<file path="src/cbfm_pkg.sv">
// ----------------------------------------------------------------------------
// cbfm_pkg
// shared types and constants of the clock buffer frame manager
// ----------------------------------------------------------------------------
package cbfm_pkg;

	localparam int NUM_FRAMES = 16;
	localparam int FW = $clog2(NUM_FRAMES);
	localparam int NW = $clog2(NUM_FRAMES + 1);

	localparam logic [2:0] FUNC_READ     = 3'd0;
	localparam logic [2:0] FUNC_UNPIN    = 3'd1;
	localparam logic [2:0] FUNC_ALLOCATE = 3'd2;
	localparam logic [2:0] FUNC_DISPOSE  = 3'd3;
	localparam logic [2:0] FUNC_FLUSH    = 3'd4;

	localparam logic [2:0] ST_OK         = 3'd0;
	localparam logic [2:0] ST_EXCEEDED   = 3'd1;
	localparam logic [2:0] ST_NOT_PINNED = 3'd2;
	localparam logic [2:0] ST_PINNED     = 3'd3;
	localparam logic [2:0] ST_BAD_BUFFER = 3'd4;

	typedef struct packed {
		logic          load;       // latch input word, reset index
		logic          step;       // advance scan index
		logic          hand_step;  // advance clock hand, count sweep step
		logic          clr_ref;    // clear ref bit at hand
		logic          evict;      // capture writeback at hand, clear frame
		logic          set_hand;   // set frame at hand
		logic          hit_upd;    // ref and pin at index
		logic          unpin_upd;  // pin down, dirty at index
		logic          clr_idx;    // clear frame at index
		logic          flush_out;  // capture flush writeback at index
		logic          seen_set;   // note unpinned frame seen
	} cbfm_cmd_t;

	typedef struct packed {
		logic [2:0]    func;
		logic          idx_end;    // index reached frame count
		logic          idx_match;  // frame at index matches file and page
		logic          idx_owner;  // owner at index equals file
		logic          idx_valid;
		logic          idx_pinned;
		logic          hnext_valid;
		logic          hnext_pinned;
		logic          hnext_ref;
		logic          turn_done;  // one full turn done
		logic          two_done;   // two turns done
		logic          seen;
	} cbfm_stat_t;

endpackage

</file>
<file path="src/clock_buffer_frame_manager.sv">
// ----------------------------------------------------------------------------
// clock_buffer_frame_manager
// buffer frame descriptors with clock replacement, lookup and flush
// ----------------------------------------------------------------------------
// usage: a request word enters on s_axis (func, file_id, page_no, dirty) and
// one or more result words leave on m_axis; the final one carries tlast.
// frames_in_use is written through cfg_we/cfg_data; the user must write it
// only while the block is idle, as the block itself does not enforce this.
// one request is worked at a time; s_axis_tready is high only when idle.
// lookup scans the active frames one a cycle while m_axis is free, a sweep
// steps the clock hand one frame a cycle for at most two turns, and a flush
// visits each active frame, passing through S_FOUT for each one it clears.
// reset clears all descriptors and puts the hand on the last frame.
// a stalled m_axis holds the result word; the sequencer can still take the
// next request, then waits in lookup or flush until the word is taken.
// ----------------------------------------------------------------------------
module clock_buffer_frame_manager import cbfm_pkg::*; (
	input  logic         clk,
	input  logic         arst_n,
	input  logic         cfg_we,
	input  logic [4:0]   cfg_data,
	input  logic         s_axis_tvalid,
	output logic         s_axis_tready,
	input  logic [47:0]  s_axis_tdata,   // func, file_id, page_no, dirty, zero pad
	output logic         m_axis_tvalid,
	input  logic         m_axis_tready,
	output logic [55:0]  m_axis_tdata,   // status, frame, hit, fetch_needed,
	                                     // writeback_valid, writeback_file,
	                                     // writeback_page, zero pad
	output logic         m_axis_tlast
);

	cbfm_cmd_t  cmd;
	cbfm_stat_t stat;
	logic [FW-1:0] idx, hand;
	logic [7:0]  wbf;
	logic [31:0] wbp;
	logic wbv, o_wb, o_hit, o_fetch;
	logic [2:0] o_status;
	logic [3:0] o_frame;
	logic wv;

	cbfm_datapath u_dp (
		.clk, .arst_n, .cfg_we, .cfg_data,
		.in_func(s_axis_tdata[2:0]), .in_file(s_axis_tdata[10:3]),
		.in_page(s_axis_tdata[42:11]), .in_dirty(s_axis_tdata[43]),
		.cmd, .stat, .idx, .hand,
		.wb_file(wbf), .wb_page(wbp), .wb_valid(wbv)
	);

	cbfm_ctrl u_ctrl (
		.clk, .arst_n,
		.in_valid(s_axis_tvalid), .in_ready(s_axis_tready),
		.out_valid(m_axis_tvalid), .out_ready(m_axis_tready),
		.stat, .idx, .hand, .cmd,
		.o_status, .o_frame, .o_hit, .o_fetch, .o_wb, .o_last(m_axis_tlast)
	);

	assign wv = o_wb && wbv;
	assign m_axis_tdata = {6'd0, wv ? wbp : 32'd0, wv ? wbf : 8'd0, wv,
		o_fetch, o_hit, o_frame, o_status};

endmodule

</file>
<file path="src/cbfm_datapath.sv">
// ----------------------------------------------------------------------------
// cbfm_datapath
// frame descriptors, clock hand, scan index and request latch
// ----------------------------------------------------------------------------
module cbfm_datapath import cbfm_pkg::*; (
	input  logic               clk,
	input  logic               arst_n,
	input  logic               cfg_we,
	input  logic [4:0]         cfg_data,
	input  logic [2:0]         in_func,
	input  logic [7:0]         in_file,
	input  logic [31:0]        in_page,
	input  logic               in_dirty,
	input  cbfm_cmd_t          cmd,
	output cbfm_stat_t         stat,
	output logic [FW-1:0]      idx,
	output logic [FW-1:0]      hand,
	output logic [7:0]         wb_file,
	output logic [31:0]        wb_page,
	output logic               wb_valid
);

	logic [4:0]            fiu_q;
	logic [NUM_FRAMES-1:0] valid_q, ref_q, dirty_q;
	logic [7:0]            owner_q [NUM_FRAMES];
	logic [31:0]           tag_q   [NUM_FRAMES];
	logic [7:0]            pin_q   [NUM_FRAMES];
	logic [FW-1:0]         hand_q, idx_q, hnext;
	logic [NW:0]           cnt_q;
	logic [NW-1:0]         idx_cnt_q;
	logic [2:0]            func_q;
	logic [7:0]            file_q;
	logic [31:0]           page_q;
	logic                  dirty_q1, seen_q;
	logic [7:0]            wbf_q;
	logic [31:0]           wbp_q;
	logic                  wbv_q;
	logic [NW-1:0]         n_eff;

	always_comb begin
		n_eff = NW'(fiu_q);
		if (fiu_q == 5'd0) n_eff = NW'(1);
		if (32'(fiu_q) > NUM_FRAMES) n_eff = NW'(NUM_FRAMES);
		if (32'(fiu_q) > 16) n_eff = NW'(16);
	end

	always_comb begin
		hnext = hand_q + FW'(1);
		if ({1'b0, NW'(hand_q)} + 1 >= {1'b0, n_eff}) hnext = '0;
	end

	assign idx = idx_q;
	assign hand = hand_q;
	assign wb_file = wbf_q;
	assign wb_page = wbp_q;
	assign wb_valid = wbv_q;

	always_comb begin
		stat.func = func_q;
		stat.idx_end = idx_cnt_q >= n_eff;
		stat.idx_valid = valid_q[idx_q];
		stat.idx_owner = owner_q[idx_q] == file_q;
		stat.idx_match = valid_q[idx_q] && owner_q[idx_q] == file_q && tag_q[idx_q] == page_q;
		stat.idx_pinned = pin_q[idx_q] != 8'd0;
		stat.hnext_valid = valid_q[hnext];
		stat.hnext_pinned = pin_q[hnext] != 8'd0;
		stat.hnext_ref = ref_q[hnext];
		stat.turn_done = cnt_q >= (NW+1)'(n_eff);
		stat.two_done = cnt_q >= ((NW+1)'(n_eff) << 1);
		stat.seen = seen_q;
	end

	always_ff @(posedge clk or negedge arst_n) begin
		if (!arst_n) begin
			fiu_q <= 5'd16;
			hand_q <= FW'(((NUM_FRAMES < 16) ? NUM_FRAMES : 16) - 1);
			valid_q <= '0;
			ref_q <= '0;
			dirty_q <= '0;
			for (int i = 0; i < NUM_FRAMES; i++) begin
				owner_q[i] <= '0;
				pin_q[i] <= '0;
			end
			idx_q <= '0;
			idx_cnt_q <= '0;
			cnt_q <= '0;
			seen_q <= 1'b0;
			wbv_q <= 1'b0;
		end else begin
			if (cfg_we) fiu_q <= cfg_data;
			if (cmd.load) begin
				idx_q <= '0;
				idx_cnt_q <= '0;
				cnt_q <= '0;
				seen_q <= 1'b0;
			end
			if (cmd.step) begin
				idx_q <= idx_q + FW'(1);
				idx_cnt_q <= idx_cnt_q + NW'(1);
			end
			if (cmd.hand_step) begin
				hand_q <= hnext;
				cnt_q <= cnt_q + (NW+1)'(1);
				wbv_q <= 1'b0;
			end
			if (cmd.seen_set) seen_q <= 1'b1;
			if (cmd.clr_ref) ref_q[hnext] <= 1'b0;
			if (cmd.evict) begin
				wbv_q <= dirty_q[hnext];
				valid_q[hnext] <= 1'b0;
				owner_q[hnext] <= '0;
				pin_q[hnext] <= '0;
				ref_q[hnext] <= 1'b0;
				dirty_q[hnext] <= 1'b0;
			end
			if (cmd.set_hand) begin
				valid_q[hand_q] <= 1'b1;
				owner_q[hand_q] <= file_q;
				pin_q[hand_q] <= 8'd1;
				ref_q[hand_q] <= 1'b1;
				dirty_q[hand_q] <= 1'b0;
			end
			if (cmd.hit_upd) begin
				ref_q[idx_q] <= 1'b1;
				if (pin_q[idx_q] != 8'hff) pin_q[idx_q] <= pin_q[idx_q] + 8'd1;
			end
			if (cmd.unpin_upd) begin
				pin_q[idx_q] <= pin_q[idx_q] - 8'd1;
				if (dirty_q1) dirty_q[idx_q] <= 1'b1;
			end
			if (cmd.flush_out) wbv_q <= dirty_q[idx_q];
			if (cmd.clr_idx) begin
				valid_q[idx_q] <= 1'b0;
				owner_q[idx_q] <= '0;
				pin_q[idx_q] <= '0;
				ref_q[idx_q] <= 1'b0;
				dirty_q[idx_q] <= 1'b0;
			end
		end
	end

	always_ff @(posedge clk) begin
		if (cmd.load) begin
			func_q <= in_func;
			file_q <= in_file;
			page_q <= in_page;
			dirty_q1 <= in_dirty;
		end
		if (cmd.evict) begin
			wbf_q <= owner_q[hnext];
			wbp_q <= tag_q[hnext];
		end
		if (cmd.flush_out) begin
			wbf_q <= owner_q[idx_q];
			wbp_q <= tag_q[idx_q];
		end
		if (cmd.set_hand) tag_q[hand_q] <= page_q;
		if (cmd.clr_idx) tag_q[idx_q] <= '0;
	end

endmodule

</file>
<file path="src/cbfm_ctrl.sv">
// ----------------------------------------------------------------------------
// cbfm_ctrl
// sequencer for lookup, clock sweep and flush scan, with output register
// ----------------------------------------------------------------------------
module cbfm_ctrl import cbfm_pkg::*; (
	input  logic           clk,
	input  logic           arst_n,
	input  logic           in_valid,
	output logic           in_ready,
	output logic           out_valid,
	input  logic           out_ready,
	input  cbfm_stat_t     stat,
	input  logic [FW-1:0]  idx,
	input  logic [FW-1:0]  hand,
	output cbfm_cmd_t      cmd,
	output logic [2:0]     o_status,
	output logic [3:0]     o_frame,
	output logic           o_hit,
	output logic           o_fetch,
	output logic           o_wb,
	output logic           o_last
);

	typedef enum logic [6:0] {
		S_IDLE  = 7'b0000001,
		S_LOOK  = 7'b0000010,
		S_SWEEP = 7'b0000100,
		S_SET   = 7'b0001000,
		S_FLUSH = 7'b0010000,
		S_FOUT  = 7'b0100000,
		S_WAIT  = 7'b1000000
	} state_t;

	state_t state_q, state_d;
	logic   ov_q, ov_d, wbsel_q, wbsel_d;
	logic [2:0] st_q, st_d;
	logic [3:0] fr_q, fr_d;
	logic hit_q, hit_d, fe_q, fe_d, last_q, last_d;

	wire out_free = !ov_q || out_ready;

	assign in_ready = state_q == S_IDLE;
	assign out_valid = ov_q;
	assign o_status = st_q;
	assign o_frame = fr_q;
	assign o_hit = hit_q;
	assign o_fetch = fe_q;
	assign o_wb = wbsel_q;
	assign o_last = last_q;

	always_comb begin
		cmd = '0;
		state_d = state_q;
		ov_d = ov_q && !out_ready;
		wbsel_d = wbsel_q;
		st_d = st_q; fr_d = fr_q; hit_d = hit_q; fe_d = fe_q; last_d = last_q;
		unique case (state_q)
			S_IDLE: begin
				if (in_valid) begin
					cmd.load = 1'b1;
					state_d = S_LOOK;
				end
			end
			S_LOOK: begin
				if (out_free) begin
					st_d = ST_OK; fr_d = '0; hit_d = 1'b0; fe_d = 1'b0;
					wbsel_d = 1'b0; last_d = 1'b1;
					if (stat.func == FUNC_ALLOCATE) begin
						state_d = S_SWEEP;
					end else if (stat.func == FUNC_FLUSH) begin
						state_d = S_FLUSH;
					end else if (!(stat.func == FUNC_READ || stat.func == FUNC_UNPIN ||
							stat.func == FUNC_DISPOSE)) begin
						ov_d = 1'b1; state_d = S_IDLE;
					end else if (stat.idx_end) begin
						if (stat.func == FUNC_READ) state_d = S_SWEEP;
						else begin
							ov_d = 1'b1; state_d = S_IDLE;
						end
					end else if (stat.idx_match) begin
						fr_d = 4'(idx);
						if (stat.func == FUNC_READ) begin
							cmd.hit_upd = 1'b1; hit_d = 1'b1;
						end else if (stat.func == FUNC_UNPIN) begin
							if (stat.idx_pinned) cmd.unpin_upd = 1'b1;
							else st_d = ST_NOT_PINNED;
						end else begin
							cmd.clr_idx = 1'b1;
						end
						ov_d = 1'b1; state_d = S_IDLE;
					end else begin
						cmd.step = 1'b1;
					end
				end
			end
			S_SWEEP: begin
				if (stat.two_done || (stat.turn_done && !stat.seen)) begin
					st_d = ST_EXCEEDED; ov_d = 1'b1; state_d = S_IDLE;
				end else begin
					cmd.hand_step = 1'b1;
					if (!stat.hnext_valid) state_d = S_SET;
					else if (!stat.hnext_pinned) begin
						cmd.seen_set = 1'b1;
						if (stat.hnext_ref) cmd.clr_ref = 1'b1;
						else begin
							cmd.evict = 1'b1; state_d = S_SET;
						end
					end
				end
			end
			S_SET: begin
				cmd.set_hand = 1'b1;
				fr_d = 4'(hand);
				fe_d = stat.func == FUNC_READ;
				wbsel_d = 1'b1;
				ov_d = 1'b1; state_d = S_IDLE;
			end
			S_FLUSH: begin
				if (out_free) begin
					wbsel_d = 1'b0; hit_d = 1'b0; fe_d = 1'b0;
					if (stat.idx_end) begin
						st_d = ST_OK; fr_d = '0; last_d = 1'b1;
						ov_d = 1'b1; state_d = S_IDLE;
					end else if (!stat.idx_owner) begin
						cmd.step = 1'b1;
					end else if (!stat.idx_valid) begin
						st_d = ST_BAD_BUFFER; fr_d = 4'(idx); last_d = 1'b1;
						ov_d = 1'b1; state_d = S_IDLE;
					end else if (stat.idx_pinned) begin
						st_d = ST_PINNED; fr_d = 4'(idx); last_d = 1'b1;
						ov_d = 1'b1; state_d = S_IDLE;
					end else begin
						st_d = ST_OK; fr_d = 4'(idx); last_d = 1'b0;
						wbsel_d = 1'b1;
						cmd.flush_out = 1'b1; cmd.clr_idx = 1'b1; cmd.step = 1'b1;
						ov_d = 1'b1; state_d = S_FOUT;
					end
				end
			end
			S_FOUT: state_d = S_FLUSH;
			S_WAIT: state_d = S_IDLE;
			default: state_d = S_IDLE;
		endcase
	end

	always_ff @(posedge clk or negedge arst_n) begin
		if (!arst_n) begin
			state_q <= S_IDLE;
			ov_q <= 1'b0;
		end else begin
			state_q <= state_d;
			ov_q <= ov_d;
		end
	end

	always_ff @(posedge clk) begin
		st_q <= st_d; fr_q <= fr_d; hit_q <= hit_d; fe_q <= fe_d;
		last_q <= last_d; wbsel_q <= wbsel_d;
	end

`ifndef NO_ASSERTIONS
	a_ready_idle: assert property (@(posedge clk) disable iff (!arst_n)
		in_ready |-> state_q == S_IDLE) else $error("ready outside idle");
	a_no_overwrite: assert property (@(posedge clk) disable iff (!arst_n)
		(ov_q && !out_ready) |=> ov_q) else $error("result dropped");
	a_evict_set: assert property (@(posedge clk) disable iff (!arst_n)
		cmd.evict |=> state_q == S_SET) else $error("evict without set");
`endif

endmodule

</file>
<file path="config.mk">
export PLATFORM = sky130hd
export DESIGN_NAME = clock_buffer_frame_manager
export DESIGN_NICKNAME = d
export VERILOG_FILES = /design/src/cbfm_pkg.sv /design/src/clock_buffer_frame_manager.sv /design/src/cbfm_datapath.sv /design/src/cbfm_ctrl.sv
export SDC_FILE = /design/constraint.sdc
export NUM_CORES = 2
export LEC_CHECK = 0
export ABC_AREA = 1
export BUFFER_PORTS_ARGS = -buffer_cell sky130_fd_sc_hd__buf_2
export CAP_MARGIN = 20
export CORE_MARGIN = 2
export CORE_UTILIZATION = 40
export DETAILED_ROUTE_END_ITERATION = 6
export PLACE_DENSITY_LB_ADDON = 0.25
export SETUP_SLACK_MARGIN = 0.4
export SLEW_MARGIN = 15
export SYNTH_ARGS = -nofsm -noshare
export SYNTH_HDL_FRONTEND = slang
export SYNTH_SLANG_ARGS = --single-unit
</file>
<file path="constraint.sdc">
create_clock -name clk -period 14.4 [get_ports clk]
set_clock_uncertainty 0.15 [all_clocks]
set_input_delay 2.88 -clock clk [delete_from_list [all_inputs] [get_ports clk]]
set_output_delay 2.88 -clock clk [all_outputs]
set_load 0.01 [all_outputs]
</file>
==> flow_summary.yaml <==
power:
  p_leak_uw: 0.0278
  vdd_ir_drop_max_mv: 0.157
  p_total_uw: 9010
  power.density_nw_per_um2: 149
setup_path:
  cpMostUsedCell: "nand2_1"
  path_cells: "buf_4 -> buf_4 -> buf_12 -> nand2_1 -> nand3_1 -> o21ai_0 -> nand2_1 -> nand2_1 -> o21ai_0 -> nand2_1 -> nor2_1 -> nand2_1 -> nor2_1 -> nand3_1 -> nor2_1 -> nand3_1 -> nand2_2 -> buf_4 -> nand2_1 -> nand2_1 -> nand3_1 -> nor2_4 -> buf_4"
  timing.critical_path.slowest_cell_delay_ns: 0.82
  rrSetupSlack_ns: 5.78
  crit_start: "u_dp.idx[0]"
  r2r_start: "u_dp.idx[0]"
  crit_path_end_kind: "flip-flop"
  setup.worst_path.class: "reg -> reg"
  crit_family: "buffers and inverters"
  startpoint_type: "flip-flop"
  cp.required_ns: 14.62
  cp_slowest_cell: "dfrtp_4"
  arrival_ns: 8.84
  path_max_fanout: 167
  cp.buffers_inverters: 5
detailed_routing:
  dr.first_iter.drc_count: 6035
  viasPerCell: 5.56
  first_pass_iters: 7
  drc: 1
  wire_per_inst_um: 22.1
  drt.antenna.violating_nets: 0
  num_vias: 50600
  wirelength_um: 201000
clock_network:
  cts_inserted_buffers: 107
  clock_path_buffers: 3
  clock-sinks: 944
  clkLatencyLatePin_ns: 0.76
  cts_resized: 0
  h-tree-depth: 3
  cts_setup_buffers: 0
  clk_pin_slew_ns: 0.06
  cts_root_buf: "clkbuf_16"
  tritoncts: "yes"
  cts_hold_buf: 0
floorplanning:
  io_pins: 117
  initial_utilization_pct: 40.4
  fp.dieArea_um2: 140000
  die_w_um: 374
  core_um2: 136000
  die_y_um: 374
  rows: 135
layout:
  fillerInstances: 13500
  antennaDiodeCount: 0
  multi_input_area_um2: 22900
  layout.cells.non_filler: 9103
  finalNetCount: 7320
  seq_area_um2: 26700
  drive_above_1_share_pct: 7.09
  areaGrowthSynthToFinish_pct: 10.0
sta:
  finalHoldViolCount: 0
  clock.fmax_ghz: 0.116
  fin_crit_ns: 8.62
  rsz0062_at_grt: "no"
  finalSetupTns_ns: 0
  drv_slew: 0
  worst_pin_slew_ns: 1.20
  slew_headroom_pct: 20.3
  setup_viol_count_final: 0
  min_period_over_period_pct: 59.9
  timing.final.ws_setup_ns: 5.78
synthesis:
  synth.most_common_cell: "nand2_1"
  synth_edf_count: 607
  synth_area_per_cell_um2: 7.47
  ys_top_cells_by_area: "edfxtp_1 33%, nand2_1 15%, dfrtp_1 15%"
  ys_seq_area_share_pct: 48.7
  synth_top_area_share_pct: 33.3
  synthCells: 7335
  yosys_register_bits: 944
  synth_warnings: 0
  synth_ff_type: "edfxtp_1"
  synth_common_cells: "2246 x nand2_1, 931 x inv_1, 861 x nor2_1"
  netlist-cell-type-count: 49
  syn-cell-area_um2: 54800
  async_reset_ff_share_pct: 35.7
  synth_largest_area_cell: "edfxtp_1"
global_routing:
  grt_pass1_vias: 47000
  grt_overflow_total: 0
  grtUsageTotal_pct: 28.0
  grt_max_degree: 168
  grt_pass1_wl_um: 297000
  antenna_found_initial: 4
placement:
  place_ws_ns: 6.09
  portBuffers: 106
  dp_cells: 8900
  dp_hpwl_um: 121000
  place_congestion: 0.947
worst_hold_path:
  hold_class: "reg -> reg"
  worstHoldStart: "u_ctrl.state_q[1]"
job:
  maxCapViolCount: 0
status:
  status: "finished with violations"
  violations: "design-rule violations"
[registers in the layout, indices dropped and copies added, names as in the netlist, 3 cells and up]
name             count
u_ctrl.o_frame       4
u_ctrl.o_status      3
u_ctrl.state_q       6
u_dp.cnt_q           6
u_dp.dirty_q        16
u_dp.file_q          8
u_dp.fiu_q           5
u_dp.func_q          3
u_dp.hand            4
u_dp.idx             4
u_dp.idx_cnt_q       5
u_dp.owner_q       128
u_dp.page_q         32
u_dp.pin_q         128
u_dp.ref_q          16
u_dp.tag_q         512
u_dp.valid_q        16
u_dp.wb_file         8
u_dp.wb_page        32
[cell families (layout without fill, tap and decap cells)]
logic type / Yosys count / after routing / synth area share (%)
AO/OA/AOI/OAI: 1281 / 1281 / 12.8
XOR/XNOR: 19 / 19 / 0.304
adder cells (fa/ha/maj): 32 / 32 / 0.731
buffers and inverters: 1378 / 1360 / 10.2
flip-flops: 944 / 944 / 48.7
other: 1 / 6 / 0.00684
AND/OR/NAND/NOR: 3680 / 3680 / 27.3
[metrics by stage]
step	instance area, um^2	utilization, %	hold WS, ns
after CTS	60300	44.4	0.360
after floorplan	54800	-	0.314
after detailed placement	56700	41.7	0.350
after global placement	56700	41.7	0.340
final	60300	44.4	0.357
after global routing	60300	44.4	0.378
[worst reg2reg max path: cells and delay by family (launching register included)]
kind,cells,cell delay [ns]
and+or+nand+nor,16,3.24
AOI/OAI and AO/OA,2,0.67
DFF,1,0.82
buffers and inverters,5,3.34
[metal layers]
metal | wire length, um | vias to the layer above | global-route usage, %
met5 | 0 | - | 0
met4 | 8980 | 0 | 11.8
met3 | 19300 | 498 | 5.42
met2 | 90600 | 2611 | 44.4
met1 | 82000 | 24000 | 37.4
li1 | - | 23500 | -
[layout make-up]
cell class,instances,area share [%]
flip-flops and latches,944,44.2
clock inverters,62,1.18
clock buffers,139,4.81
well taps,1781,3.70
inverters,963,6.05
multi-input cells,5018,37.9
repair buffers,196,2.09
[layout by cell type, fill, tap and decap left out, drive strengths merged, types with 7 or more instances in the layout]
cell type,instances
nor3,11
inv,959
clkinv,48
edfxtp,607
dfrtp,331
nor2,912
clkbuf,139
a22oi,84
bufinv,11
o221ai,9
nand4,48
nand3,445
nor4,10
clkinvlp,7
a21oi,347
nand2,2248
buf,196
ha,32
o22ai,207
o21ai,601
o211ai,14
xor2,16
[final timing paths]
kind | endpoint | depth (start not counted)
worst max-delay path | u_dp.tag_q[7][7] | 23
worst min-delay path | u_ctrl.state_q[1] | 2
worst max register to register | u_dp.tag_q[7][7] | 23
worst min register to register | u_ctrl.state_q[1] | 2
max in group asynchronous | u_dp.pin_q[92] | 3
min in group asynchronous | u_dp.owner_q[119] | 1
[power by group]
part / internal [uW] / switching [uW] / total (uW)
Clock: 1620 / 1200 / 2830
Sequential: 3070 / 92.9 / 3170
Combinational: 727 / 2290 / 3020
Power figures use the tool's default switching activity.
